===== src/sv/baro_pressure_temp_compensation_core_defines.svh =====
// Assertion macros for the barometric compensation core.
// Included by every RTL file that carries concurrent assertions; no other dependencies.
`ifndef BARO_PRESSURE_TEMP_COMPENSATION_CORE_DEFINES_SVH
`define BARO_PRESSURE_TEMP_COMPENSATION_CORE_DEFINES_SVH

// Same-cycle implication, disabled while reset is high
`define BPTC_ASSERT_IMP(label, clk, rst, ante, cons) \
   label: assert property (@(posedge clk) disable iff (rst) (ante) |-> (cons)) \
      else $error("bptc assertion failed");

// Next-cycle implication, disabled while reset is high
`define BPTC_ASSERT_NXT(label, clk, rst, ante, cons) \
   label: assert property (@(posedge clk) disable iff (rst) (ante) |=> (cons)) \
      else $error("bptc assertion failed");

`endif


===== src/sv/bptc_pkg.sv =====
// Package for the barometric compensation core: widths, constants, register indexes
// and the structs passed between pipeline sections. No dependencies.
`timescale 1ns / 1ps

package bptc_pkg;

   // Field widths
   localparam int RAW_W       = 24;
   localparam int COEFF_W     = 16;
   localparam int CSR_INDEX_W = 3;
   localparam int TEMP_W      = 15;
   localparam int PRES_W      = 17;

   // Internal widths
   localparam int DT_W    = 25;                  // D2 - C5*2^8
   localparam int PROD_W  = DT_W + COEFF_W + 1;  // dT times a calibration word
   localparam int DSQ_W   = 2 * DT_W - 2;        // dT squared, non-negative
   localparam int Q_W     = 18;                  // dT*C6/2^23
   localparam int DEV_W   = Q_W + 1;             // TEMP + 1500
   localparam int OFF_W   = 35;                  // first-order offset
   localparam int SENS_W  = 34;                  // first-order sensitivity
   localparam int T2_W    = 17;
   localparam int TSUM_W  = 20;                  // temperature before saturation
   localparam int SQ_W    = 34;                  // squared deviations
   localparam int CORR_W  = 38;                  // OFF2 and SENS2
   localparam int ACC_W   = 40;                  // corrected OFF and SENS
   localparam int SPLIT_W = 20;                  // low part of SENS in the D1 product
   localparam int PL_W    = RAW_W + SPLIT_W;
   localparam int PH_W    = RAW_W + 1 + ACC_W - SPLIT_W;
   localparam int FULL_W  = 64;
   localparam int X_W     = FULL_W - 21;
   localparam int Y_W     = X_W + 1;
   localparam int PSUM_W  = Y_W - 15;

   // Shift amounts
   localparam int TEMP_SHIFT = 23;
   localparam int OFF_SHIFT  = 7;
   localparam int SENS_SHIFT = 8;
   localparam int T2_SHIFT   = 31;
   localparam int PRES_SHIFT = 21;
   localparam int OUT_SHIFT  = 15;

   // Temperature breakpoints and output ranges
   localparam int TEMP_REF  = 2000;
   localparam int TEMP_COLD = -1500;
   localparam int TEMP_MIN  = -4000;
   localparam int TEMP_MAX  = 8500;
   localparam int PRES_MIN  = 1000;
   localparam int PRES_MAX  = 120000;

   // Register stages from start to the result strobe
   localparam int PIPE_DEPTH = 9;

   typedef enum logic [CSR_INDEX_W-1:0] {
      CSR_SENS     = 3'd0,
      CSR_OFF      = 3'd1,
      CSR_TCS      = 3'd2,
      CSR_TCO      = 3'd3,
      CSR_TREF     = 3'd4,
      CSR_TEMPSENS = 3'd5
   } bptc_csr_index_type;

   typedef struct packed {
      logic [COEFF_W-1:0] sens;
      logic [COEFF_W-1:0] off;
      logic [COEFF_W-1:0] tcs;
      logic [COEFF_W-1:0] tco;
      logic [COEFF_W-1:0] tref;
      logic [COEFF_W-1:0] tempsens;
   } bptc_coeff_type;

   // First-order terms of one item
   typedef struct packed {
      logic                     valid;
      logic [RAW_W-1:0]         d1;
      logic signed [Q_W-1:0]    q;
      logic signed [OFF_W-1:0]  off;
      logic signed [SENS_W-1:0] sens;
      logic [T2_W-1:0]          t2;
   } bptc_fo_type;

   // Corrected terms of one item
   typedef struct packed {
      logic                     valid;
      logic [RAW_W-1:0]         d1;
      logic signed [TEMP_W-1:0] temp;
      logic signed [ACC_W-1:0]  off;
      logic signed [ACC_W-1:0]  sens;
   } bptc_so_type;

endpackage


===== src/sv/bptc_pressure.sv =====
// Pressure section: D1 times SENS in two partial products, offset, scaling,
// saturation and the result register. Depends on bptc_pkg and the assertion macro header.
`timescale 1ns / 1ps
`include "baro_pressure_temp_compensation_core_defines.svh"

module bptc_pressure (
   input  logic                               clock,
   input  logic                               reset,
   input  bptc_pkg::bptc_so_type              so,
   output logic                               rsp_valid,
   output logic signed [bptc_pkg::TEMP_W-1:0] rsp_temperature,
   output logic [bptc_pkg::PRES_W-1:0]        rsp_pressure
);
   import bptc_pkg::*;

   // Stage G: partial products
   logic                       g_valid_ff;
   logic signed [TEMP_W-1:0]   g_temp_ff;
   logic signed [ACC_W-1:0]    g_off_ff;
   logic [PL_W-1:0]            g_pl_ff, g_pl_in;
   logic signed [PH_W-1:0]     g_ph_ff, g_ph_in;

   // Stage H: D1*SENS/2^21
   logic                       h_valid_ff;
   logic signed [TEMP_W-1:0]   h_temp_ff;
   logic signed [ACC_W-1:0]    h_off_ff;
   logic signed [X_W-1:0]      h_x_ff, h_x_in;
   logic signed [FULL_W-1:0]   prod;

   // Result register
   logic                       rsp_valid_ff;
   logic signed [TEMP_W-1:0]   rsp_temperature_ff;
   logic [PRES_W-1:0]          rsp_pressure_ff, rsp_pressure_in;
   logic signed [Y_W-1:0]      y_full;
   logic signed [PSUM_W-1:0]   pres;

   // Split SENS into an unsigned low part and a signed high part
   always_comb begin
      g_pl_in = so.d1 * so.sens[SPLIT_W-1:0];
      g_ph_in = $signed({1'b0, so.d1}) * $signed(so.sens[ACC_W-1:SPLIT_W]);
   end

   // Recombine and scale
   always_comb begin
      prod   = (FULL_W'(g_ph_ff) <<< SPLIT_W) + $signed({{(FULL_W-PL_W){1'b0}}, g_pl_ff});
      h_x_in = $signed(prod[FULL_W-1:PRES_SHIFT]);
   end

   // Remove the offset, scale and saturate
   always_comb begin
      y_full = Y_W'(h_x_ff) - Y_W'(h_off_ff);
      pres   = $signed(y_full[Y_W-1:OUT_SHIFT]);
      if (pres < PRES_MIN) begin
         rsp_pressure_in = PRES_W'(PRES_MIN);
      end else if (pres > PRES_MAX) begin
         rsp_pressure_in = PRES_W'(PRES_MAX);
      end else begin
         rsp_pressure_in = pres[PRES_W-1:0];
      end
   end

   // Advance the valid bits
   always_ff @(posedge clock) begin
      if (reset) begin
         g_valid_ff   <= 1'b0;
         h_valid_ff   <= 1'b0;
         rsp_valid_ff <= 1'b0;
      end else begin
         g_valid_ff   <= so.valid;
         h_valid_ff   <= g_valid_ff;
         rsp_valid_ff <= h_valid_ff;
      end
   end

   // Advance the payload
   always_ff @(posedge clock) begin
      g_temp_ff          <= so.temp;
      g_off_ff           <= so.off;
      g_pl_ff            <= g_pl_in;
      g_ph_ff            <= g_ph_in;
      h_temp_ff          <= g_temp_ff;
      h_off_ff           <= g_off_ff;
      h_x_ff             <= h_x_in;
      rsp_temperature_ff <= h_temp_ff;
      rsp_pressure_ff    <= rsp_pressure_in;
   end

   assign rsp_valid       = rsp_valid_ff;
   assign rsp_temperature = rsp_temperature_ff;
   assign rsp_pressure    = rsp_pressure_ff;

   // Saturation keeps both results inside the sensor ranges
   `BPTC_ASSERT_IMP(a_pres_range, clock, reset, rsp_valid_ff, (rsp_pressure_ff >= PRES_MIN) && (rsp_pressure_ff <= PRES_MAX))
   `BPTC_ASSERT_IMP(a_temp_range, clock, reset, rsp_valid_ff, (rsp_temperature_ff >= TEMP_MIN) && (rsp_temperature_ff <= TEMP_MAX))

endmodule

===== config.mk =====
export PLATFORM = sky130hd
export DESIGN_NAME = bptc_pressure
export DESIGN_NICKNAME = d
export VERILOG_FILES = /design/src/sv/bptc_pkg.sv /design/src/sv/bptc_pressure.sv
export VERILOG_INCLUDE_DIRS = /design/src /design/src/sv
export SDC_FILE = /design/constraint.sdc
export NUM_CORES = 2
export LEC_CHECK = 0
export ABC_AREA = 1
export CAP_MARGIN = 5
export CORE_ASPECT_RATIO = 2
export CORE_UTILIZATION = 60
export CTS_CLUSTER_DIAMETER = 80
export DETAILED_ROUTE_END_ITERATION = 8
export DONT_BUFFER_PORTS = 1
export PLACE_DENSITY = 0.78
export REMOVE_ABC_BUFFERS = 1
export SLEW_MARGIN = 20
export SYNTH_ARGS = -nofsm -noshare
export SYNTH_HDL_FRONTEND = slang
export SYNTH_SLANG_ARGS = --single-unit

===== constraint.sdc =====
create_clock -name clock -period 7.8 [get_ports clock]
set_input_delay 0 -clock clock [delete_from_list [all_inputs] [get_ports clock]]
set_output_delay 0 -clock clock [all_outputs]
set_load 0.02 [all_outputs]

Yosys cells after proc, flatten, opt, wreduce, memory -nomap -nowiden:

Cells that the tools add are included.

* logic and storage cells: 21
* output and inout bits: 33
* register bits after elaboration: 276
* bits of input ports: 122

* magnitude comparators: 2
* add/sub/neg operators: 2
* reductions and logical operators: 1
* multiplexer cells: 1
* multiply operators: 2

Operators by type and width (count)
* $add 64x45->64: 1
* $mul 24x20->44: 1
* $mul 25x20->44: 1
* $sub 43x40->44: 1
* $gt 29x18->1 const B: 1
* $lt 29x11->1 const B: 1
* $mux 17: 1
* $reduce_or 2->1: 1

Longest topological paths before layout:

* word-level depth: 3
* mapped depth: 31
* gate-level depth less buffers: 29

Worst setup path before layout:

Ideal clock, no wire load.

* path kind: in2reg
* start: in so[5] (netlist name)
* end: reg g_pl_ff[41]
* path slack: 2014 ps
* setup time: 72 ps
* required time: 7728 ps
* data arrival time: 5714 ps
* stages on the path: 24
* path buffers: 1
* path through: clkbuf_1 -> nand2_1 -> fa_1 -> inv_1 -> fa_1 -> inv_1 -> fa_1 -> inv_1 -> fa_1 -> fa_1 -> fa_1 -> inv_1 -> fa_1 -> inv_1 -> ha_1 -> nand2_1 -> nor4_1 -> nand4_1 -> o21ai_0 -> a31oi_1 -> nor2_1 -> nand3b_1 -> nand2_1 -> xor2_1

* cells in the longest elaborated chain, start to end: 1

RTL lines
* start, declared: line bptc_pressure.sv:9 `input bptc_pkg::bptc_so_type so,`
* $mul 24x20->44: line bptc_pressure.sv:39 `g_pl_in = so.d1 * so.sens[SPLIT_W-1:0];`
* via g_pl_in[41]: line bptc_pressure.sv:20 `logic [PL_W-1:0] g_pl_ff, g_pl_in;`
* end signal, assigned: line bptc_pressure.sv:79 `g_pl_ff <= g_pl_in;`
* end, declared: line bptc_pressure.sv:20

The timed path passes the listed nets, and every way through them passes these cells.
A chain may end at the register's enable or synchronous reset.

Worst setup path in the final report:

* start: in so[113] (netlist name)
* end: reg g_pl_ff[37]

The elaborated chain is that of the path after synthesis.

==> impl_metrics.csv <==
group,metric,value,unit
global_routing,gr-usage-all-layers,0.354,
routing,ant_nets,0,
cells_and_area,areaGrowthSynthToFinish,5.40,%
sta,finalHoldViolations,2,
placement,numPortBuffers,0,
die,ios,155,
worst_setup_path,slowest_delay,0.67,ns
worst_setup_path,crit_path_frequent_cell,"fa_1",
sta,clock_skew,0.0276,ns
placement,hpwl,97.6,mm
clocking,clock_sinks,256,
cells_and_area,multi_input_area,31000,µm²
die,core,70800,µm²
routing,drc,0,
sta,max_slew_margin,0.441,
worst_setup_path,cp_slowest_cell,"o21ai_0",
global_routing,grt_antenna_before_repair,5,
cells_and_area,drive_gt1_frac,0.0132,
min_path,whs_endpoint,"g_off_ff[26]$_DFF_P_",
clocking,cts_root_buf,"clkbuf_16",
die,die_x,191,µm
placement,place_congestion,1.01,
synth,syn_area,43000,µm²
synth,synth_cells,5637,
worst_setup_path,r2r_slack,4.12,ns
worst_setup_path,worstRegToRegCells,20,
sta,period_needed,6.29,ns
global_routing,grt_pass1_wl,196,mm
synth,synth_cell_types,44,
routing,wl_per_cell,19.2,µm
worst_setup_path,arrival,6.76,ns
routing,first_iter_violations,1669,
worst_setup_path,timing.rr.start,"h_off_ff[33]$_DFF_P_",
routing,wirelength,125,mm
sta,worstMarginPinSlew,0.831,ns
synth,synth_seq_cells,256,
synth,yosys_warnings,0,
worst_setup_path,rr_endpoint,"rsp_pressure[4]$_SDFF_PP0_",
outcome,status,"finished with violations",
worst_setup_path,crit_type,"input pin to flip-flop",
clocking,post-cts-setup-buffers,0,
synth,synth_seq_area_share,0.119,
worst_setup_path,cp_max_fo,40,
die,rows,138,
sta,slew_violations,0,
cells_and_area,regArea,5120,µm²
global_routing,grt_overflow_total,0,
cells_and_area,final_nets,6890,
die,die_y,381,µm
worst_setup_path,crit_chain,"nand2_1 > fa_1 > inv_1 > fa_1 > inv_1 > fa_1 > inv_1 > fa_1 > fa_1 > fa_1 > inv_1 > fa_1 > inv_1 > ha_1 > nand2_1 > nor4_1 > nand4_1 > o21ai_0 > a31oi_1 > o21ai_0 > xor2_1",
clocking,cts_buffer_depth,3,
clocking,clkSlewWorstSetupHoldPaths,0.09,ns
cells_and_area,fillCellCount,6135,
min_path,whs_path_depth,1,
clocking,cts_tree,"done",
routing,firstDrtPassIters,7,
clocking,clock_latency,0.58,ns
sta,fmax,159,MHz
clocking,htreeDepth,1,
synth,avgSynthCellArea,7.63,µm²
sta,period_share,0.807,
sta,tns,0,ns
min_path,hp-start,"so[66]",
worst_setup_path,crit_path_end_kind,"flip-flop",
job,drv_cap,0,
clocking,numCtsBuffers,22,
worst_setup_path,critPathLaunchType,"input pin",
min_path,hp-class,"input pin to flip-flop",
worst_setup_path,crit_family,"adder cells",
worst_setup_path,worstSetupStartpoint,"so[113]",
die,initial_core_util,0.608,
sta,rsz0062_at_grt,"no",
global_routing,grt_pass1_vias,39500,
sta,setup_viol,0,
outcome,violations,"hold timing",
global_routing,grt_max_degree,41,
sta,holdWs,-0.00709,ns
routing,vias,35600,
worst_setup_path,cp_num_buf_inv,5,
die,floorplan.die_area,72900,µm²
worst_setup_path,worstPathRequired,8.26,ns
routing,via_per_inst,5.46,
==> worst reg2reg max path, delay by kind of cell, from the launching register on <==
kind	cells	cell delay [ns]
adder cells (fa/ha/maj)	1	0.43
AND/OR/NAND/NOR	17	2.73
flip-flops	1	0.31
buffers and inverters	2	0.14
==> logic make-up after synthesis <==
kind of cell,Yosys count,synth area share
simple gates,1953,0.178
buf+inv,1829,0.160
fa+ha+maj,1177,0.479
compound gates,309,0.0411
flops,256,0.119
xor+xnor,113,0.0230
==> cell usage in the layout (no fill, tap or decap), types with 52 or more instances in the layout <==
| master | synthesis | layout |
|---|---|---|
| o21ai_0 | 52 | 52 |
| xor2_1 | 74 | 74 |
| dfxtp_1 | 256 | 256 |
| nand3_1 | 72 | 72 |
| fa_1 | 785 | 785 |
| dlygate4sd3_1 | 0 | 105 |
| a21oi_1 | 157 | 157 |
| nand2_1 | 1558 | 1558 |
| ha_1 | 392 | 392 |
| inv_1 | 1648 | 1648 |
| nor2_1 | 230 | 230 |
==> Yosys cell counts, drive strengths merged <==
| cell type | n | area [µm²] |
|---|---|---|
| a41oi | 1 | 8.76 |
| or2 | 13 | 81.3 |
| a21boi | 9 | 67.6 |
| a21o | 12 | 90.1 |
| nor4 | 10 | 62.6 |
| o21ai | 60 | 308 |
| nor2b | 1 | 6.26 |
| o21bai | 8 | 60.1 |
| and3 | 1 | 6.26 |
| o211ai | 7 | 52.6 |
| buf | 6 | 30.0 |
| o221a | 2 | 22.5 |
| o22ai | 2 | 12.5 |
| nand3 | 73 | 370 |
| ha | 392 | 4900 |
| o221ai | 3 | 26.3 |
| clkbuf | 171 | 642 |
| a31oi | 29 | 181 |
| dfxtp | 256 | 5120 |
| nor2 | 239 | 920 |
| o21a | 11 | 82.6 |
| fa | 785 | 15700 |
| a21oi | 158 | 802 |
| inv | 1652 | 6200 |
| and2 | 1 | 6.26 |
| nand2 | 1559 | 5850 |
| o31ai | 1 | 7.51 |
| a221oi | 2 | 17.5 |
| xnor2 | 39 | 342 |
| nor3 | 20 | 100 |
| a211oi | 3 | 22.5 |
| xor2 | 74 | 648 |
| nand3b | 13 | 97.6 |
| o2111ai | 1 | 8.76 |
| nand4 | 23 | 144 |
==> how the worst max path moves through the flow <==
| stage | endpoint | slack, ns | depth (start not counted) |
|---|---|---|---|
| finish | g_pl_ff[37]$_DFF_P_ | 1.51 | 21 |
| global route | g_pl_ff[37]$_DFF_P_ | 1.35 | 21 |
| CTS | g_pl_ff[37]$_DFF_P_ | 1.65 | 21 |
| floorplan | g_ph_ff[37]$_DFF_P_ | 2.25 | 22 |
| detailed placement | g_pl_ff[37]$_DFF_P_ | 1.07 | 21 |
| global placement | g_pl_ff[37]$_DFF_P_ | 1.10 | 21 |
==> flip-flops by register name, indices dropped and copies added (netlist names) <==
name,cells
h_off_ff,40
rsp_temperature,15
h_valid_ff,1
h_temp_ff,15
g_temp_ff,15
g_valid_ff,1
g_pl_ff,24
rsp_valid,1
g_ph_ff,44
g_off_ff,40
h_x_ff,43
rsp_pressure,17
==> timing repair <==
| action | 4_1_cts | 5_1_grt |
|---|---|---|
| hold endpoints to repair | 63 | 1 |
| resized for setup | 0 | 0 |
| hold buffers | 104 | 1 |
==> metrics by stage <==
step / utilization / instances / instance area (µm²) / hold WS [ns] / setup WS, ns
2_1_floorplan: - / 5460 / 42400 / 0.0277 / 2.25
3_3_place_gp: 0.615 / 6372 / 43500 / 0.0278 / 1.10
3_5_place_dp: 0.615 / 6372 / 43500 / 0.0278 / 1.07
4_1_cts: 0.640 / 6516 / 45300 / 0.000288 / 1.65
5_1_grt: 0.641 / 6518 / 45300 / 0.000557 / 1.35
6_report: 0.641 / 6519 / 45300 / -0.00709 / 1.51
==> final cells by class <==
type | count | area share
repair buffers | 107 | 0.0235
clock inverters | 15 | 0.00422
diodes | 2 | 0.000110
flip-flops and latches | 256 | 0.113
well taps | 910 | 0.0251
inverters | 1652 | 0.137
multi-input cells | 3552 | 0.684
clock buffers | 25 | 0.0131
==> layer usage <==
metal / up-vias / wire [µm] / GRT usage
met4: 6 / 13600 / 0.327
met2: 1598 / 67600 / 0.679
met5: - / 42 / 0
met3: 809 / 7190 / 0.0520
met1: 17100 / 36400 / 0.302
li1: 16000 / - / -
Power is not shown: default switching activity piles up to over one toggle a cycle in this logic, so the estimate is an artifact.
