File: src/sv/baro_pressure_temp_compensation_core_defines.svh
// Assertion macros for the barometric compensation core.
// Included by every RTL file that carries concurrent assertions; no other dependencies.
`ifndef BARO_PRESSURE_TEMP_COMPENSATION_CORE_DEFINES_SVH
`define BARO_PRESSURE_TEMP_COMPENSATION_CORE_DEFINES_SVH

// Same-cycle implication, disabled while reset is high
`define BPTC_ASSERT_IMP(label, clk, rst, ante, cons) \
   label: assert property (@(posedge clk) disable iff (rst) (ante) |-> (cons)) \
      else $error("bptc assertion failed");

// Next-cycle implication, disabled while reset is high
`define BPTC_ASSERT_NXT(label, clk, rst, ante, cons) \
   label: assert property (@(posedge clk) disable iff (rst) (ante) |=> (cons)) \
      else $error("bptc assertion failed");

`endif

File: src/sv/bptc_pkg.sv
// Package for the barometric compensation core: widths, constants, register indexes
// and the structs passed between pipeline sections. No dependencies.
`timescale 1ns / 1ps

package bptc_pkg;

   // Field widths
   localparam int RAW_W       = 24;
   localparam int COEFF_W     = 16;
   localparam int CSR_INDEX_W = 3;
   localparam int TEMP_W      = 15;
   localparam int PRES_W      = 17;

   // Internal widths
   localparam int DT_W    = 25;                  // D2 - C5*2^8
   localparam int PROD_W  = DT_W + COEFF_W + 1;  // dT times a calibration word
   localparam int DSQ_W   = 2 * DT_W - 2;        // dT squared, non-negative
   localparam int Q_W     = 18;                  // dT*C6/2^23
   localparam int DEV_W   = Q_W + 1;             // TEMP + 1500
   localparam int OFF_W   = 35;                  // first-order offset
   localparam int SENS_W  = 34;                  // first-order sensitivity
   localparam int T2_W    = 17;
   localparam int TSUM_W  = 20;                  // temperature before saturation
   localparam int SQ_W    = 34;                  // squared deviations
   localparam int CORR_W  = 38;                  // OFF2 and SENS2
   localparam int ACC_W   = 40;                  // corrected OFF and SENS
   localparam int SPLIT_W = 20;                  // low part of SENS in the D1 product
   localparam int PL_W    = RAW_W + SPLIT_W;
   localparam int PH_W    = RAW_W + 1 + ACC_W - SPLIT_W;
   localparam int FULL_W  = 64;
   localparam int X_W     = FULL_W - 21;
   localparam int Y_W     = X_W + 1;
   localparam int PSUM_W  = Y_W - 15;

   // Shift amounts
   localparam int TEMP_SHIFT = 23;
   localparam int OFF_SHIFT  = 7;
   localparam int SENS_SHIFT = 8;
   localparam int T2_SHIFT   = 31;
   localparam int PRES_SHIFT = 21;
   localparam int OUT_SHIFT  = 15;

   // Temperature breakpoints and output ranges
   localparam int TEMP_REF  = 2000;
   localparam int TEMP_COLD = -1500;
   localparam int TEMP_MIN  = -4000;
   localparam int TEMP_MAX  = 8500;
   localparam int PRES_MIN  = 1000;
   localparam int PRES_MAX  = 120000;

   // Register stages from start to the result strobe
   localparam int PIPE_DEPTH = 9;

   typedef enum logic [CSR_INDEX_W-1:0] {
      CSR_SENS     = 3'd0,
      CSR_OFF      = 3'd1,
      CSR_TCS      = 3'd2,
      CSR_TCO      = 3'd3,
      CSR_TREF     = 3'd4,
      CSR_TEMPSENS = 3'd5
   } bptc_csr_index_type;

   typedef struct packed {
      logic [COEFF_W-1:0] sens;
      logic [COEFF_W-1:0] off;
      logic [COEFF_W-1:0] tcs;
      logic [COEFF_W-1:0] tco;
      logic [COEFF_W-1:0] tref;
      logic [COEFF_W-1:0] tempsens;
   } bptc_coeff_type;

   // First-order terms of one item
   typedef struct packed {
      logic                     valid;
      logic [RAW_W-1:0]         d1;
      logic signed [Q_W-1:0]    q;
      logic signed [OFF_W-1:0]  off;
      logic signed [SENS_W-1:0] sens;
      logic [T2_W-1:0]          t2;
   } bptc_fo_type;

   // Corrected terms of one item
   typedef struct packed {
      logic                     valid;
      logic [RAW_W-1:0]         d1;
      logic signed [TEMP_W-1:0] temp;
      logic signed [ACC_W-1:0]  off;
      logic signed [ACC_W-1:0]  sens;
   } bptc_so_type;

endpackage

File: src/sv/bptc_second_order.sv
// Second-order section: low-temperature corrections of TEMP, OFF and SENS.
// Three register stages. Depends on bptc_pkg and the assertion macro header.
`timescale 1ns / 1ps
`include "baro_pressure_temp_compensation_core_defines.svh"

module bptc_second_order (
   input  logic                     clock,
   input  logic                     reset,
   input  bptc_pkg::bptc_fo_type    fo,
   output bptc_pkg::bptc_so_type    so
);
   import bptc_pkg::*;

   // Stage D: squared deviations and uncorrected-to-corrected temperature
   logic                       d_valid_ff;
   logic                       d_lt20_ff, d_lt20_in;
   logic                       d_lt15_ff, d_lt15_in;
   logic [RAW_W-1:0]           d_d1_ff;
   logic signed [OFF_W-1:0]    d_off_ff;
   logic signed [SENS_W-1:0]   d_sens_ff;
   logic [SQ_W-1:0]            d_sq_ff, d_sq_in;
   logic [SQ_W-1:0]            d_sq2_ff, d_sq2_in;
   logic signed [TSUM_W-1:0]   d_temp_ff, d_temp_in;
   logic signed [DEV_W-1:0]    dev2;
   logic signed [2*Q_W-1:0]    sq_full;
   logic signed [2*DEV_W-1:0]  sq2_full;
   logic [T2_W-1:0]            t2_sel;

   // Stage E: OFF2, SENS2 and saturated temperature
   logic                       e_valid_ff;
   logic [RAW_W-1:0]           e_d1_ff;
   logic signed [OFF_W-1:0]    e_off_ff;
   logic signed [SENS_W-1:0]   e_sens_ff;
   logic [CORR_W-1:0]          e_off2_ff, e_off2_in;
   logic [CORR_W-1:0]          e_sens2_ff, e_sens2_in;
   logic signed [TEMP_W-1:0]   e_temp_ff, e_temp_in;
   logic [SQ_W+2:0]            five_sq;
   logic [SQ_W+2:0]            seven_sq2;
   logic [SQ_W+3:0]            eleven_sq2;

   // Stage F: corrected OFF and SENS
   bptc_so_type                so_ff, so_in;

   // Square the deviations from 20 degC and from -15 degC
   always_comb begin
      dev2      = DEV_W'(fo.q) + DEV_W'(TEMP_REF - TEMP_COLD);
      sq_full   = fo.q * fo.q;
      sq2_full  = dev2 * dev2;
      d_sq_in   = sq_full[SQ_W-1:0];
      d_sq2_in  = sq2_full[SQ_W-1:0];
      d_lt20_in = fo.q[Q_W-1];
      d_lt15_in = fo.q < (TEMP_COLD - TEMP_REF);
      t2_sel    = d_lt20_in ? fo.t2 : '0;
      d_temp_in = TSUM_W'(fo.q) + TSUM_W'(TEMP_REF)
                - $signed({{(TSUM_W-T2_W){1'b0}}, t2_sel});
   end

   // Build the correction terms by shift and add
   always_comb begin
      five_sq    = {1'b0, d_sq_ff, 2'b00} + {3'b000, d_sq_ff};
      seven_sq2  = {d_sq2_ff, 3'b000} - {3'b000, d_sq2_ff};
      eleven_sq2 = {1'b0, d_sq2_ff, 3'b000} + {3'b000, d_sq2_ff, 1'b0} + {4'b0000, d_sq2_ff};
      e_off2_in  = '0;
      e_sens2_in = '0;
      if (d_lt20_ff) begin
         e_off2_in  = {2'b00, five_sq[SQ_W+2:1]} + (d_lt15_ff ? {1'b0, seven_sq2} : '0);
         e_sens2_in = {3'b000, five_sq[SQ_W+2:2]}
                    + (d_lt15_ff ? {1'b0, eleven_sq2[SQ_W+3:1]} : '0);
      end
   end

   // Saturate the temperature
   always_comb begin
      if (d_temp_ff < TEMP_MIN) begin
         e_temp_in = TEMP_W'(TEMP_MIN);
      end else if (d_temp_ff > TEMP_MAX) begin
         e_temp_in = TEMP_W'(TEMP_MAX);
      end else begin
         e_temp_in = d_temp_ff[TEMP_W-1:0];
      end
   end

   // Take the corrections off the first-order terms
   always_comb begin
      so_in.valid = e_valid_ff;
      so_in.d1    = e_d1_ff;
      so_in.temp  = e_temp_ff;
      so_in.off   = ACC_W'(e_off_ff) - $signed({2'b00, e_off2_ff});
      so_in.sens  = ACC_W'(e_sens_ff) - $signed({2'b00, e_sens2_ff});
   end

   // Advance the valid bits; load the stage F item whole
   always_ff @(posedge clock) begin
      if (reset) begin
         d_valid_ff  <= 1'b0;
         e_valid_ff  <= 1'b0;
         so_ff.valid <= 1'b0;
      end else begin
         d_valid_ff <= fo.valid;
         e_valid_ff <= d_valid_ff;
         so_ff      <= so_in;
      end
   end

   // Advance the payload
   always_ff @(posedge clock) begin
      d_lt20_ff  <= d_lt20_in;
      d_lt15_ff  <= d_lt15_in;
      d_d1_ff    <= fo.d1;
      d_off_ff   <= fo.off;
      d_sens_ff  <= fo.sens;
      d_sq_ff    <= d_sq_in;
      d_sq2_ff   <= d_sq2_in;
      d_temp_ff  <= d_temp_in;
      e_d1_ff    <= d_d1_ff;
      e_off_ff   <= d_off_ff;
      e_sens_ff  <= d_sens_ff;
      e_off2_ff  <= e_off2_in;
      e_sens2_ff <= e_sens2_in;
      e_temp_ff  <= e_temp_in;
   end

   assign so = so_ff;

   // Below -15 degC is always below 20 degC
   `BPTC_ASSERT_IMP(a_cold_is_cool, clock, reset, d_valid_ff && d_lt15_ff, d_lt20_ff)
   // No correction at or above 20 degC
   `BPTC_ASSERT_NXT(a_warm_no_corr, clock, reset, d_valid_ff && !d_lt20_ff, e_off2_ff == '0)

endmodule

File: config.mk
export PLATFORM = sky130hd
export DESIGN_NAME = bptc_second_order
export DESIGN_NICKNAME = d
export VERILOG_FILES = /design/src/sv/bptc_pkg.sv /design/src/sv/bptc_second_order.sv
export VERILOG_INCLUDE_DIRS = /design/src /design/src/sv
export SDC_FILE = /design/constraint.sdc
export NUM_CORES = 2
export LEC_CHECK = 0
export BUFFER_PORTS_ARGS = -buffer_cell sky130_fd_sc_hd__buf_2
export CAP_MARGIN = 20
export CORE_UTILIZATION = 64
export DETAILED_ROUTE_END_ITERATION = 10
export GPL_ROUTABILITY_DRIVEN = 0
export MAX_ROUTING_LAYER = met4
export PLACE_DENSITY = 0.94
export SLEW_MARGIN = 20
export SYNTH_ARGS = -nofsm -noshare
export SYNTH_HDL_FRONTEND = slang
export SYNTH_SLANG_ARGS = --single-unit
export TNS_END_PERCENT = 100
File: constraint.sdc
create_clock -name clock -period 10.6 [get_ports clock]
set_clock_uncertainty 0.05 [all_clocks]
set_input_delay 0 -clock clock [delete_from_list [all_inputs] [get_ports clock]]
set_output_delay 0 -clock clock [all_outputs]
set_load 0.005 [all_outputs]
* Word-level counts from Yosys, hierarchy flattened
Cells that the tools add are included.
Word-level totals: register bits 489, output and inout bits 120, logic and storage cells 43
Cells by class: add/subtract/negate cells 11, $mul 2, $lt $le $gt $ge 3, mux-type cells 4, reductions and logical operators 1
Operators with widths (count):
- two-way mux 37 bit | 2
- subtractor 34 x 39 -> 40 bit | 1
- subtractor 35 x 39 -> 40 bit | 1
- adder 35 x 37 -> 38 bit | 1
- adder 36 x 37 -> 38 bit | 1
- adder 37 x 35 -> 38 bit | 1
- adder 38 x 34 -> 38 bit | 1
- adder 36 x 34 -> 37 bit | 1
- subtractor 37 x 34 -> 37 bit | 1
- multiplier 18 x 18 -> 34 bit | 1
- multiplier 19 x 19 -> 34 bit | 1
- greater-than comparator 20 x 15 -> 1 bit (second input constant) | 1
- less-than comparator 20 x 13 -> 1 bit (second input constant) | 1
- subtractor 19 x 18 -> 20 bit | 1
- adder 18 x 12 -> 19 bit (second input constant) | 1
- adder 18 x 13 -> 19 bit (second input constant) | 1
- less-than comparator 18 x 13 -> 1 bit (second input constant) | 1
- two-way mux 17 bit | 1
- two-way mux 15 bit | 1
- OR reduction 2 bit | 1

* Longest topological paths before layout
depth after elaboration 4, mapped depth 37, gate-level depth less buffers 35

* Worst setup path before layout
OpenSTA, ideal clock, no wires.
kind input to register, start input fo[88] (netlist bit), end register d_sq2_ff[30], setup time 0.064 ns, data arrival time 8.341 ns, slack 2.145 ns, stages on the path 35, buffers on the path 2, path through clkinv_1 > clkbuf_1 > ha_1 > nor2_1 > nor2_1 > nor2_1 > o31ai_1 > a21oi_1 > and2_1 > xnor2_1 > inv_1 > clkbuf_1 > nand2_1 > fa_1 > fa_1 > inv_1 > fa_1 > fa_1 > fa_1 > fa_1 > inv_1 > fa_1 > inv_1 > ha_1 > o21ai_0 > nand2b_1 > and2_1 > a21o_1 > or3_1 > a31o_2 > a31oi_1 > o211ai_1 > o21ai_0 > or4b_1 > nand4_1
On the way: cells in the longest elaborated chain, start to end 2
Ends and longest elaborated chain:
- start, declared | RTL line bptc_second_order.sv:9 | input bptc_pkg::bptc_fo_type fo,
- adder 18 x 13 -> 19 bit | RTL line bptc_second_order.sv:46 | dev2 = DEV_W'(fo.q) + DEV_W'(TEMP_REF - TEMP_COLD);
- multiplier 19 x 19 -> 34 bit | RTL line bptc_second_order.sv:48 | sq2_full = dev2 * dev2;
- net sq2_full[30] | RTL line bptc_second_order.sv:26 | logic signed [2*DEV_W-1:0] sq2_full;
- end signal, assigned | RTL line bptc_second_order.sv:113 | d_sq2_ff <= d_sq2_in;
- end, declared | RTL line bptc_second_order.sv:22 | logic [SQ_W-1:0] d_sq2_ff, d_sq2_in;
The timed path passes the listed nets, and every way through them passes these cells. A chain may end at the register's enable or synchronous reset.

* Worst setup path after layout
Same ends and word-level chain as after synthesis.

==> reports/results.ini <==
[drt]
num_vias=39700
detail-route-antenna-nets=0
firstDrtPassIters=11
detail_route.wl_per_cell_um=22.4
drc=2
viasPerCell=6.22
drtIter0Drc=4367
routed_wl_um=142000

[clock_tree]
cts_buffer_depth=3
post_cts_buffers=0
cts_buffers=50
cts.sinks=484
path_clk_slew_ps=50
cts-root-buf=clkbuf_16
htreeDepth=2
clkLatencyLatePin_ps=640
cts_tree=done

[synth]
synthTopCellsByCount=967 x inv_1, 627 x fa_1, 484 x ha_1
synthTopCellsByArea=fa_1 27%, dfxtp_1 16%, ha_1 13%
yosysMostFrequentCell=inv_1
yosysUniqueCellTypes=84
async_flop_share=0
synth_compound_area_frac=0.113
synth_top_area_share=0.268
synth_mux_area_frac=0.00110
synthAdderAreaFrac=0.397
synthCells=4922
synth_top_family_by_area=adder cells
post_synth.cell_area_avg_um2=9.52
yosys.area_share.xor_xnor=0.0589
synth_edf_count=119
syn-cell-area_mm2=0.0468
netlist.top_cell.by_area=fa_1
yosys_warnings=0
synth-simple-area-share=0.113
ys.flop_type=dfxtp_1
ys_seq_elements=484
ys_seq_area_frac=0.232

[critical_path]
path_buf_inv=7
worstSetupPathType=in2reg
startpoint_type=input port
slowest_stage=fa_1
end_kind=flip-flop
critPathTopFamily=adder cells
critPathArrivalTime_ps=9470
crit_path_frequent_cell=fa_1
slowest_delay_ps=570
cp_max_fo=19
required_ps=11080

[floorplanning]
dieArea_mm2=0.0743
coreArea_mm2=0.0720
ios=251
die_y_um=273
rows=98
start_util=0.651
die_x_um=273

[outcome]
status=finished with violations
violations=design-rule violations

[cells_and_area]
final_cells=6375
drive_gt1_frac=0.0743
nFillCells=4105
final_nets=6599
syn2layout_area_growth_pct=12.8

[sta]
hold_viol_final=0
setup_viol=0
tns_ps=0
post-route-min-period_ps=8990
period_share=0.848
slew_headroom=0.203
tightestPinTransition_ps=1190
fmax_mhz=111
rsz0062_at_grt=no
slew_viol_final=0

[min_path]
hold_class=in2reg

[global_routing]
grt_use_total=0.378
grt_first_pass_wirelength_um=215000
grt_max_degree=82
overflow=0
antenna_found_initial=16
grt_pass1_vias=42300

[placement]
placedCellCount=6071
io_buffers=250
place_hpwl_um=90700

[flow_run]
maxCapViolations=0

## metrics by stage
step | area [µm²] | hold WS [ps] | setup WS, ps | utilization
6_report | 52800 | 10.9 | 1610 | 0.734
3_5_place_dp | 49200 | 54.0 | 1250 | 0.683
4_1_cts | 52700 | 1.64 | 1840 | 0.733
2_1_floorplan | 46800 | -22.3 | 2150 | -
5_1_grt | 52800 | 5.74 | 1280 | 0.734
3_3_place_gp | 49200 | 52.0 | 1650 | 0.683
## worst register-to-register path, cell delays in order (launching register included)
cell       delay (ps)
dfxtp_1           420
ha_1              280
ha_1              230
a211o_1           350
a2111oi_2         370
nor2_1             90
nor2_1            160
nor2b_1            70
o21a_1            180
o21ai_0           160
nand2_1            80
a21oi_1           210
xnor2_1           190
ha_1              430
nand2_1           110
nor2_1            270
nand3_1           210
nor3_1            490
o31a_1            270
o32ai_1           210
o211a_1           350
o31ai_1           380
nor2b_1           120
o41ai_1           580
## worst paths after layout
path                         from                   endpoint  slack, ps  cells after the start
min                        fo[81]       d_off_ff[30]$_DFF_P_         10                      2
max                        fo[88]       d_sq2_ff[30]$_DFF_P_       1610                     35
max reg2reg   d_sq2_ff[2]$_DFF_P_  e_sens2_ff[36]$_SDFF_PN0_       4200                     23
min reg2reg  d_off_ff[26]$_DFF_P_       e_off_ff[26]$_DFF_P_        240                      0
## timing repair
action / CTS / global route
hold buffers: 181 / 2
endpoints found under the hold margin: 152 / 2
gates resized for setup: 0 / 0
## metal layers
layer	global-route usage	routed length, µm	up-vias
li1	-	-	16700
met1	0.400	46600	18600
met2	0.626	66800	3159
met3	0.0931	16600	1108
met4	0.255	12400	0
met5	-	0	-
## area by class of cell
| cell class | instances | area (µm²) | area share |
|---|---|---|---|
| well taps | 950 | 1190 | 0.0225 |
| inverters | 977 | 3670 | 0.0695 |
| diodes | 26 | 65.1 | 0.00123 |
| flip-flops and latches | 484 | 10900 | 0.206 |
| clock buffers | 70 | 1450 | 0.0274 |
| clock inverters | 24 | 280 | 0.00530 |
| repair buffers | 460 | 3310 | 0.0626 |
| multi-input cells | 3384 | 32000 | 0.606 |
## cells by family after synthesis
logic type	after synthesis
multiplexers	5
XOR/XNOR	315
adder cells (fa/ha/maj)	1111
flip-flops	484
AND/OR/NAND/NOR	1138
buffers and inverters	1055
AO/OA/AOI/OAI	813
other	1
## sequential cells by signal, indices dropped and copies added, names as in the netlist
register	count
e_sens2_ff	37
d_lt20_ff	1
e_temp_ff	15
e_valid_ff	1
d_valid_ff	1
e_off_ff	35
e_d1_ff	24
e_off2_ff	38
d_d1_ff	24
d_sq_ff	31
d_temp_ff	20
so	120
d_off_ff	35
d_sens_ff	34
d_lt15_ff	1
e_sens_ff	34
d_sq2_ff	33
## cell usage in the layout (no fill, tap or decap), types with 92 or more instances in the layout
cell | Yosys | final
inv_1 | 967 | 965
fa_1 | 627 | 627
ha_1 | 484 | 484
nor2_1 | 375 | 375
dfxtp_1 | 365 | 365
nand2_1 | 318 | 318
buf_2 | 0 | 250
a21oi_1 | 242 | 242
xnor2_1 | 223 | 223
dlygate4sd3_1 | 0 | 183
o21ai_0 | 151 | 151
a21o_1 | 122 | 122
edfxtp_1 | 119 | 119
and2_1 | 95 | 95
xor2_1 | 92 | 92
Power is not shown: default switching activity piles up to over one toggle a cycle in this logic, so the estimate is an artifact.
