===== src/sv/baro_pressure_temp_compensation_core_defines.svh =====
// Assertion macros for the barometric compensation core.
// Included by every RTL file that carries concurrent assertions; no other dependencies.
`ifndef BARO_PRESSURE_TEMP_COMPENSATION_CORE_DEFINES_SVH
`define BARO_PRESSURE_TEMP_COMPENSATION_CORE_DEFINES_SVH

// Same-cycle implication, disabled while reset is high
`define BPTC_ASSERT_IMP(label, clk, rst, ante, cons) \
   label: assert property (@(posedge clk) disable iff (rst) (ante) |-> (cons)) \
      else $error("bptc assertion failed");

// Next-cycle implication, disabled while reset is high
`define BPTC_ASSERT_NXT(label, clk, rst, ante, cons) \
   label: assert property (@(posedge clk) disable iff (rst) (ante) |=> (cons)) \
      else $error("bptc assertion failed");

`endif


===== src/sv/bptc_pkg.sv =====
// Package for the barometric compensation core: widths, constants, register indexes
// and the structs passed between pipeline sections. No dependencies.
`timescale 1ns / 1ps

package bptc_pkg;

   // Field widths
   localparam int RAW_W       = 24;
   localparam int COEFF_W     = 16;
   localparam int CSR_INDEX_W = 3;
   localparam int TEMP_W      = 15;
   localparam int PRES_W      = 17;

   // Internal widths
   localparam int DT_W    = 25;                  // D2 - C5*2^8
   localparam int PROD_W  = DT_W + COEFF_W + 1;  // dT times a calibration word
   localparam int DSQ_W   = 2 * DT_W - 2;        // dT squared, non-negative
   localparam int Q_W     = 18;                  // dT*C6/2^23
   localparam int DEV_W   = Q_W + 1;             // TEMP + 1500
   localparam int OFF_W   = 35;                  // first-order offset
   localparam int SENS_W  = 34;                  // first-order sensitivity
   localparam int T2_W    = 17;
   localparam int TSUM_W  = 20;                  // temperature before saturation
   localparam int SQ_W    = 34;                  // squared deviations
   localparam int CORR_W  = 38;                  // OFF2 and SENS2
   localparam int ACC_W   = 40;                  // corrected OFF and SENS
   localparam int SPLIT_W = 20;                  // low part of SENS in the D1 product
   localparam int PL_W    = RAW_W + SPLIT_W;
   localparam int PH_W    = RAW_W + 1 + ACC_W - SPLIT_W;
   localparam int FULL_W  = 64;
   localparam int X_W     = FULL_W - 21;
   localparam int Y_W     = X_W + 1;
   localparam int PSUM_W  = Y_W - 15;

   // Shift amounts
   localparam int TEMP_SHIFT = 23;
   localparam int OFF_SHIFT  = 7;
   localparam int SENS_SHIFT = 8;
   localparam int T2_SHIFT   = 31;
   localparam int PRES_SHIFT = 21;
   localparam int OUT_SHIFT  = 15;

   // Temperature breakpoints and output ranges
   localparam int TEMP_REF  = 2000;
   localparam int TEMP_COLD = -1500;
   localparam int TEMP_MIN  = -4000;
   localparam int TEMP_MAX  = 8500;
   localparam int PRES_MIN  = 1000;
   localparam int PRES_MAX  = 120000;

   // Register stages from start to the result strobe
   localparam int PIPE_DEPTH = 9;

   typedef enum logic [CSR_INDEX_W-1:0] {
      CSR_SENS     = 3'd0,
      CSR_OFF      = 3'd1,
      CSR_TCS      = 3'd2,
      CSR_TCO      = 3'd3,
      CSR_TREF     = 3'd4,
      CSR_TEMPSENS = 3'd5
   } bptc_csr_index_type;

   typedef struct packed {
      logic [COEFF_W-1:0] sens;
      logic [COEFF_W-1:0] off;
      logic [COEFF_W-1:0] tcs;
      logic [COEFF_W-1:0] tco;
      logic [COEFF_W-1:0] tref;
      logic [COEFF_W-1:0] tempsens;
   } bptc_coeff_type;

   // First-order terms of one item
   typedef struct packed {
      logic                     valid;
      logic [RAW_W-1:0]         d1;
      logic signed [Q_W-1:0]    q;
      logic signed [OFF_W-1:0]  off;
      logic signed [SENS_W-1:0] sens;
      logic [T2_W-1:0]          t2;
   } bptc_fo_type;

   // Corrected terms of one item
   typedef struct packed {
      logic                     valid;
      logic [RAW_W-1:0]         d1;
      logic signed [TEMP_W-1:0] temp;
      logic signed [ACC_W-1:0]  off;
      logic signed [ACC_W-1:0]  sens;
   } bptc_so_type;

endpackage


===== src/sv/bptc_first_order.sv =====
// First-order section: dT, the four dT products and the first-order TEMP, OFF, SENS, T2.
// Three register stages. Depends on bptc_pkg.
`timescale 1ns / 1ps

module bptc_first_order (
   input  logic                           clock,
   input  logic                           reset,
   input  logic                           in_valid,
   input  logic [bptc_pkg::RAW_W-1:0]     raw_pressure,
   input  logic [bptc_pkg::RAW_W-1:0]     raw_temperature,
   input  bptc_pkg::bptc_coeff_type       coeff,
   output bptc_pkg::bptc_fo_type          fo
);
   import bptc_pkg::*;

   // Stage A: dT
   logic                     a_valid_ff;
   logic [RAW_W-1:0]         a_d1_ff;
   logic signed [DT_W-1:0]   a_dt_ff;
   logic signed [DT_W-1:0]   a_dt_in;

   // Stage B: products of dT
   logic                       b_valid_ff;
   logic [RAW_W-1:0]           b_d1_ff;
   logic signed [PROD_W-1:0]   b_ptemp_ff, b_ptemp_in;
   logic signed [PROD_W-1:0]   b_poff_ff, b_poff_in;
   logic signed [PROD_W-1:0]   b_psens_ff, b_psens_in;
   logic signed [2*DT_W-1:0]   b_dsq_full;
   logic [DSQ_W-1:0]           b_sq_ff, b_sq_in;

   // Stage C: first-order terms
   bptc_fo_type                fo_ff, fo_in;
   logic                       q_round;
   logic signed [Q_W:0]        q_full;

   // Subtract the reference temperature
   assign a_dt_in = $signed({1'b0, raw_temperature}) - $signed({1'b0, coeff.tref, 8'h00});

   // Multiply dT by the calibration words and by itself
   always_comb begin
      b_ptemp_in = a_dt_ff * $signed({1'b0, coeff.tempsens});
      b_poff_in  = a_dt_ff * $signed({1'b0, coeff.tco});
      b_psens_in = a_dt_ff * $signed({1'b0, coeff.tcs});
      b_dsq_full = a_dt_ff * a_dt_ff;
      b_sq_in    = b_dsq_full[DSQ_W-1:0];
   end

   // Scale the products; TEMP truncates toward zero, the rest floor
   always_comb begin
      q_round = b_ptemp_ff[PROD_W-1] & (|b_ptemp_ff[TEMP_SHIFT-1:0]);
      q_full  = $signed(b_ptemp_ff[PROD_W-1:TEMP_SHIFT]) + $signed({{Q_W{1'b0}}, q_round});
      fo_in.valid = b_valid_ff;
      fo_in.d1    = b_d1_ff;
      fo_in.q     = q_full[Q_W-1:0];
      fo_in.off   = $signed({3'b000, coeff.off, 16'h0000})
                  + $signed(b_poff_ff[PROD_W-1:OFF_SHIFT]);
      fo_in.sens  = $signed({3'b000, coeff.sens, 15'h0000})
                  + $signed(b_psens_ff[PROD_W-1:SENS_SHIFT]);
      fo_in.t2    = b_sq_ff[DSQ_W-1:T2_SHIFT];
   end

   // Advance the valid bits; load the stage C item whole
   always_ff @(posedge clock) begin
      if (reset) begin
         a_valid_ff  <= 1'b0;
         b_valid_ff  <= 1'b0;
         fo_ff.valid <= 1'b0;
      end else begin
         a_valid_ff <= in_valid;
         b_valid_ff <= a_valid_ff;
         fo_ff      <= fo_in;
      end
   end

   // Advance the payload
   always_ff @(posedge clock) begin
      a_d1_ff    <= raw_pressure;
      a_dt_ff    <= a_dt_in;
      b_d1_ff    <= a_d1_ff;
      b_ptemp_ff <= b_ptemp_in;
      b_poff_ff  <= b_poff_in;
      b_psens_ff <= b_psens_in;
      b_sq_ff    <= b_sq_in;
   end

   assign fo = fo_ff;

endmodule


===== config.mk =====
export PLATFORM = sky130hd
export DESIGN_NAME = bptc_first_order
export DESIGN_NICKNAME = d
export VERILOG_FILES = /design/src/sv/baro_pressure_temp_compensation_core_defines.svh /design/src/sv/bptc_pkg.sv /design/src/sv/bptc_first_order.sv
export SDC_FILE = /design/constraint.sdc
export NUM_CORES = 2
export LEC_CHECK = 0
export BUFFER_PORTS_ARGS = -buffer_cell sky130_fd_sc_hd__buf_4
export CORE_AREA = 2 2 336 338
export DETAILED_ROUTE_END_ITERATION = 16
export DIE_AREA = 0 0 338 340
export PLACE_DENSITY = 0.88
export SETUP_SLACK_MARGIN = 0.2
export SLEW_MARGIN = 0
export SYNTH_ARGS = -nofsm -noshare
export SYNTH_HDL_FRONTEND = slang
export SYNTH_SLANG_ARGS = --single-unit

===== constraint.sdc =====
create_clock -name clock -period 10 [get_ports clock]
set_input_delay 2 -clock clock [delete_from_list [all_inputs] [get_ports clock]]
set_output_delay 2 -clock clock [all_outputs]
set_load 0.005 [all_outputs]

Yosys cells after proc, flatten, opt, wreduce, memory -nomap -nowiden --
Index checks and enable logic that the tools add are counted.
Operators by class: add/subtract/negate cells 4, multiply operators 4, bitwise logic cells 1, reduce and logical (&&, ||, !) cells 1
Operators with widths (number):
- multiplier 25 x 17 -> 42 bit | 3
- multiplier 25 x 25 -> 48 bit | 1
- adder 33 x 35 -> 35 bit | 1
- adder 32 x 34 -> 34 bit | 1
- subtractor 24 x 24 -> 25 bit | 1
- OR reduction 23 bit | 1
- adder 18 x 2 -> 18 bit | 1
- bitwise AND 1 bit | 1
Word-level totals: register bits after elaboration 378, input port bits 147, output and inout bits 129, word-level logic and storage cells 25

Logic depth before layout (Yosys ltp) --
word-level depth 3, depth in mapped cells 29, gate-level depth less buffers 27

Worst setup path before layout --
OpenSTA, ideal clock, no wires.
kind input port to flip-flop, start point input port coeff[37] (netlist name), end point register b_poff_ff[32], library setup time 0.119 ns, data arrival time 7.808 ns, data required time 9.881 ns, setup slack 2.073 ns, stages 25, buffers on the path 2, path through clkbuf_1 clkbuf_1 nand2_1 fa_1 inv_1 fa_1 inv_1 fa_1 inv_1 fa_1 inv_1 fa_1 inv_1 fa_1 ha_1 a21oi_1 o21ai_1 nor2b_1 a211oi_1 a31oi_2 a31oi_1 o21bai_1 a22o_1 or2_1 xor2_1
Between the ends: longest elaborated chain between the ends 1
RTL lines:
- start, declared | line bptc_first_order.sv:11 | input bptc_pkg::bptc_coeff_type coeff,
- multiplier 25 x 17 -> 42 bit | line bptc_first_order.sv:42 | b_poff_in = a_dt_ff * $signed({1'b0, coeff.tco});
- net b_poff_in[32] | line bptc_first_order.sv:26 | logic signed [PROD_W-1:0] b_poff_ff, b_poff_in;
- end signal, assigned | line bptc_first_order.sv:81 | b_poff_ff <= b_poff_in;
- end, declared | line bptc_first_order.sv:26
The timed path passes the listed nets, and every way through them passes these cells. A chain may end at the register's enable or synchronous reset.

Final worst setup path --
start point register a_dt_ff[3], end point register b_sq_ff[47]
Between the ends: longest elaborated chain between the ends 1
RTL lines:
- start, declared | line bptc_first_order.sv:19 | logic signed [DT_W-1:0] a_dt_ff;
- start signal, assigned | line bptc_first_order.sv:78 | a_dt_ff <= a_dt_in;
- multiplier 25 x 25 -> 48 bit | line bptc_first_order.sv:44 | b_dsq_full = a_dt_ff * a_dt_ff;
- net b_dsq_full[47] | line bptc_first_order.sv:28 | logic signed [2*DT_W-1:0] b_dsq_full;
- end signal, assigned | line bptc_first_order.sv:83 | b_sq_ff <= b_sq_in;
- end, declared | line bptc_first_order.sv:29 | logic [DSQ_W-1:0] b_sq_ff, b_sq_in;
The timed path passes the listed nets, and every way through them passes these cells.

==> impl_summary.log <==
[metrics] Yosys top cell by area: sky130_fd_sc_hd__fa_1
[metrics] arrival time at the worst endpoint: 8910 ps
[metrics] Data required, critical path: 10550 ps
[metrics] RR Startpoint: a_dt_ff[3]$_DFF_P_
[metrics] post-DR wirelength/cell: 18.6 microns
[metrics] CORE AREA: 112000 sq um
[metrics] most numerous cell in the Yosys netlist: sky130_fd_sc_hd__inv_1
[metrics] total CTS buffers: 40
[metrics] post-synthesis average cell area: 9.66 sq um
[metrics] largest cells by area after synthesis: sky130_fd_sc_hd__fa_1, sky130_fd_sc_hd__inv_1, sky130_fd_sc_hd__ha_1
[metrics] post-synthesis share of cell area spent on full adders, half adders and majority gates: 57.9%
[metrics] Final Max Slew Viols: 0
[metrics] portion of the post-synthesis area used by sequential elements: 11.0%
[metrics] HPWL after DPL: 133000 microns
[metrics] top-area cell type share of the netlist area: 49.1%
[metrics] Largest delay share family, worst path: adder cells
[metrics] net count after synthesis: 9840
[metrics] Crit. End Element: flop
[metrics] crit path launch type: flop
[metrics] top cells by count, synth: sky130_fd_sc_hd__inv_1, sky130_fd_sc_hd__fa_1, sky130_fd_sc_hd__nand2_1, sky130_fd_sc_hd__and2_1, sky130_fd_sc_hd__ha_1
[metrics] 1st-iter DRT viols: 3731
[metrics] hold-fix buffer count after cts: 0
[metrics] crit path max fanout: 30
[metrics] sequential cell area: 7960 sq um
[metrics] global-route wire length before repair: 282000 microns
[metrics] sum of routed wire length over all layers: 168000 microns
[metrics] aggregate global-route resource usage: 31.1%
[metrics] worst min path class: flop to flop
[metrics] crit path cell chain: and2_1, fa_1, fa_1, fa_1, inv_1, fa_1, inv_1, fa_1, inv_1, fa_1, inv_1, ha_1, a21o_1, a21o_1, a21oi_1, o21ai_0, nor4_1, o31ai_1, a21o_1, a21o_1, a21oi_1, xnor2_1
[metrics] setup repair after global routing missed its margin: false
[metrics] Clk pin slew, worst setup/hold paths: 70 ps
[metrics] clock latency of the later-clocked register in the worst-skew pair: 650 ps
[metrics] delay contributed by the slowest stage of the critical path: 940 ps
[metrics] number of global-route vias before repair: 57200
[metrics] worst-path cell with the longest stage delay: sky130_fd_sc_hd__fa_1
[metrics] die area: 115000 sq um
[metrics] TritonCTS clock tree: built
[metrics] footprint of the multi-input gates: 55100 sq um
[metrics] global route overflow: 0
[metrics] final setup TNS: 0 ps
[metrics] cell area after synthesis: 71800 sq um
[metrics] termination of the worst setup path: b_sq_ff[47]$_DFF_P_
[metrics] Worst path most repeated cell: sky130_fd_sc_hd__fa_1
[metrics] share of synthesized cell area in and, or, nand and nor gates: 12.7%
[metrics] number of rows in the core area: 123
[metrics] overall via count from detail_route: 49800
[metrics] largest family of logic cells by synthesized area: adder cells
[metrics] compound-cell area share of the yosys netlist: 3.46%
[metrics] final weighted congestion of routability-driven global placement: 0.926
[metrics] final setup violation count: 0
[metrics] Crit Path Category: flop to flop
[metrics] number of sinks driven by the clock tree: 332
[metrics] layout cells sized above 1: 5.74%
[metrics] FMAX: 120 MHz
[metrics] fraction of registers with async set/reset: 0%
[metrics] cts repair resizes: 0
[metrics] Filler Cell Count: 7927
[metrics] Max H-tree Level: 2
[metrics] largest net degree at the start of global routing: 79
[metrics] post-route clock period utilization: 83.6%
[metrics] Tightest Pin Transition: 977 ps
[metrics] depth of the worst register-to-register path: 22
[metrics] result of the run: completed
[metrics] most used flip-flop cell after synthesis: sky130_fd_sc_hd__dfxtp_1
[metrics] EDFF count, synth: 128
[metrics] number of vias per cell: 5.52
[metrics] setup clock skew after layout: 32.7 ps
[metrics] xor/xnor share of the synthesized area: 2.66%
[metrics] number of synthesized register bits: 332
[metrics] Ports: 276
[metrics] initial antenna violation count: 4
[metrics] count of final hold-check violations: 0
[metrics] Crit. path cell count: 22
[metrics] r2r endpoint: b_sq_ff[47]$_DFF_P_
[metrics] number of cells produced by synthesis: 7429
[metrics] NumNets Final: 9894
[metrics] Detailed Routing Iterations Pass 1: 7
[metrics] ANT nets after route: 0
[metrics] Chip Width: 338 microns
[metrics] area added between synthesis and finish: 6.26%
[metrics] Cell variety after synth: 73
[metrics] CTS Buffer Depth: 3
[metrics] DRC viols: 0
[metrics] number of port buffers: 275
[metrics] final critical delay including setup and external delays: 8360 ps
[metrics] number of warnings printed during yosys synthesis: 0
[metrics] headroom to the max-slew limit: 34.9%
[metrics] die height: 340 microns
[metrics] Post-CTS Repair Setup Buffers: 0
[metrics] max cap viols: 0
[metrics] buffers plus inverters on the worst setup path: 4
[metrics] Reg2Reg Setup Slack: 1640 ps
[metrics] initial core utilization: 64.3%
[metrics] Worst setup startpoint: a_dt_ff[3]$_DFF_P_
[metrics] Root Buffer: sky130_fd_sc_hd__clkbuf_16
[metrics] mux cell area share after synthesis: 0.0279%
-- worst min path at each step --
stage                             start             endpoint  slack [ps]  cells past startpoint
floorplan            a_d1_ff[0]$_DFF_P_   b_d1_ff[0]$_DFF_P_         310                      0
global placement    a_d1_ff[16]$_DFF_P_  b_d1_ff[16]$_DFF_P_         310                      0
detailed placement   a_d1_ff[6]$_DFF_P_   b_d1_ff[6]$_DFF_P_         310                      0
CTS                  a_d1_ff[5]$_DFF_P_   b_d1_ff[5]$_DFF_P_         330                      0
global route        a_d1_ff[17]$_DFF_P_  b_d1_ff[17]$_DFF_P_         330                      0
finish               a_d1_ff[5]$_DFF_P_   b_d1_ff[5]$_DFF_P_         330                      0
-- metal layers --
layer / part of all wire (%) / up-vias / global-route usage, % / wire, microns
met2: 50 / 2375 / 52.6 / 83800
met4: 4.3 / 2 / 12.7 / 7260
met5: 0.0077 / - / 0 / 13
met3: 9.0 / 566 / 5.87 / 15100
li1: - / 21500 / - / -
met1: 37 / 25400 / 39.5 / 61600
-- area by class of cell --
| class | instances | share of cell area (%) |
|---|---|---|
| sequential | 332 | 10.4 |
| clock buffer | 54 | 1.46 |
| multi-input combinational | 4766 | 72.2 |
| antenna | 2 | 0.00656 |
| tap | 1500 | 2.46 |
| timing repair buffer | 323 | 3.21 |
| clock inverter | 20 | 0.235 |
| inverter | 2020 | 9.95 |
-- state kept, by name, indices dropped and copies added (netlist names) --
signal and count:
a_d1_ff 24, b_ptemp_ff 42, b_valid_ff 1, b_sq_ff 17, b_poff_ff 35, a_dt_ff 25
b_d1_ff 24, b_psens_ff 34, fo 129, a_valid_ff 1
-- kinds of logic (layout without fill, tap and decap cells) --
group / count (synthesis) / count (layout)
buffers and inverters: 2331 / 2417
DFF: 332 / 332
xor gates and xnor gates: 218 / 218
AOI/OAI and AO/OA: 382 / 382
muxes: 2 / 2
and+or+nand+nor: 1900 / 1900
other: 0 / 2
adders and majority gates: 2264 / 2264
-- cell usage in the layout, fill, tap and decap left out, types with 12 or more instances in the layout --
cell type,instances
sky130_fd_sc_hd__nand4_1,21
sky130_fd_sc_hd__clkbuf_16,41
sky130_fd_sc_hd__a31oi_1,14
sky130_fd_sc_hd__inv_1,2019
sky130_fd_sc_hd__xnor2_1,167
sky130_fd_sc_hd__xor2_1,51
sky130_fd_sc_hd__fa_1,1762
sky130_fd_sc_hd__o21ai_1,28
sky130_fd_sc_hd__a211oi_1,13
sky130_fd_sc_hd__and2_1,609
sky130_fd_sc_hd__nand2_1,948
sky130_fd_sc_hd__nor2b_1,42
sky130_fd_sc_hd__o21a_1,27
sky130_fd_sc_hd__ha_1,502
sky130_fd_sc_hd__nor4_1,12
sky130_fd_sc_hd__nor3_1,25
sky130_fd_sc_hd__buf_4,321
sky130_fd_sc_hd__a21oi_1,121
sky130_fd_sc_hd__nor2_1,131
sky130_fd_sc_hd__o21bai_1,17
sky130_fd_sc_hd__dfxtp_1,179
sky130_fd_sc_hd__and3_1,17
sky130_fd_sc_hd__o21ai_0,39
sky130_fd_sc_hd__nand2b_1,24
sky130_fd_sc_hd__edfxtp_1,128
sky130_fd_sc_hd__a21o_1,52
sky130_fd_sc_hd__nand3_1,44
sky130_fd_sc_hd__dfxtp_2,25
-- stage by stage --
stage	utilization [%]	worst slack, ps	area, sq um	instances	hold slack (ps)
2_1_floorplan	-	2070	71800	7429	310
3_3_place_gp	67.2	1670	75000	8941	310
3_5_place_dp	67.2	1570	75000	8941	312
4_1_cts	68.4	1750	76300	9015	328
5_1_grt	68.4	1270	76300	9016	326
6_report	68.4	1640	76300	9017	326
Power is left out: the tool's default activity adds up to more than one toggle a clock period on the data nets, which glitch-free logic cannot reach.
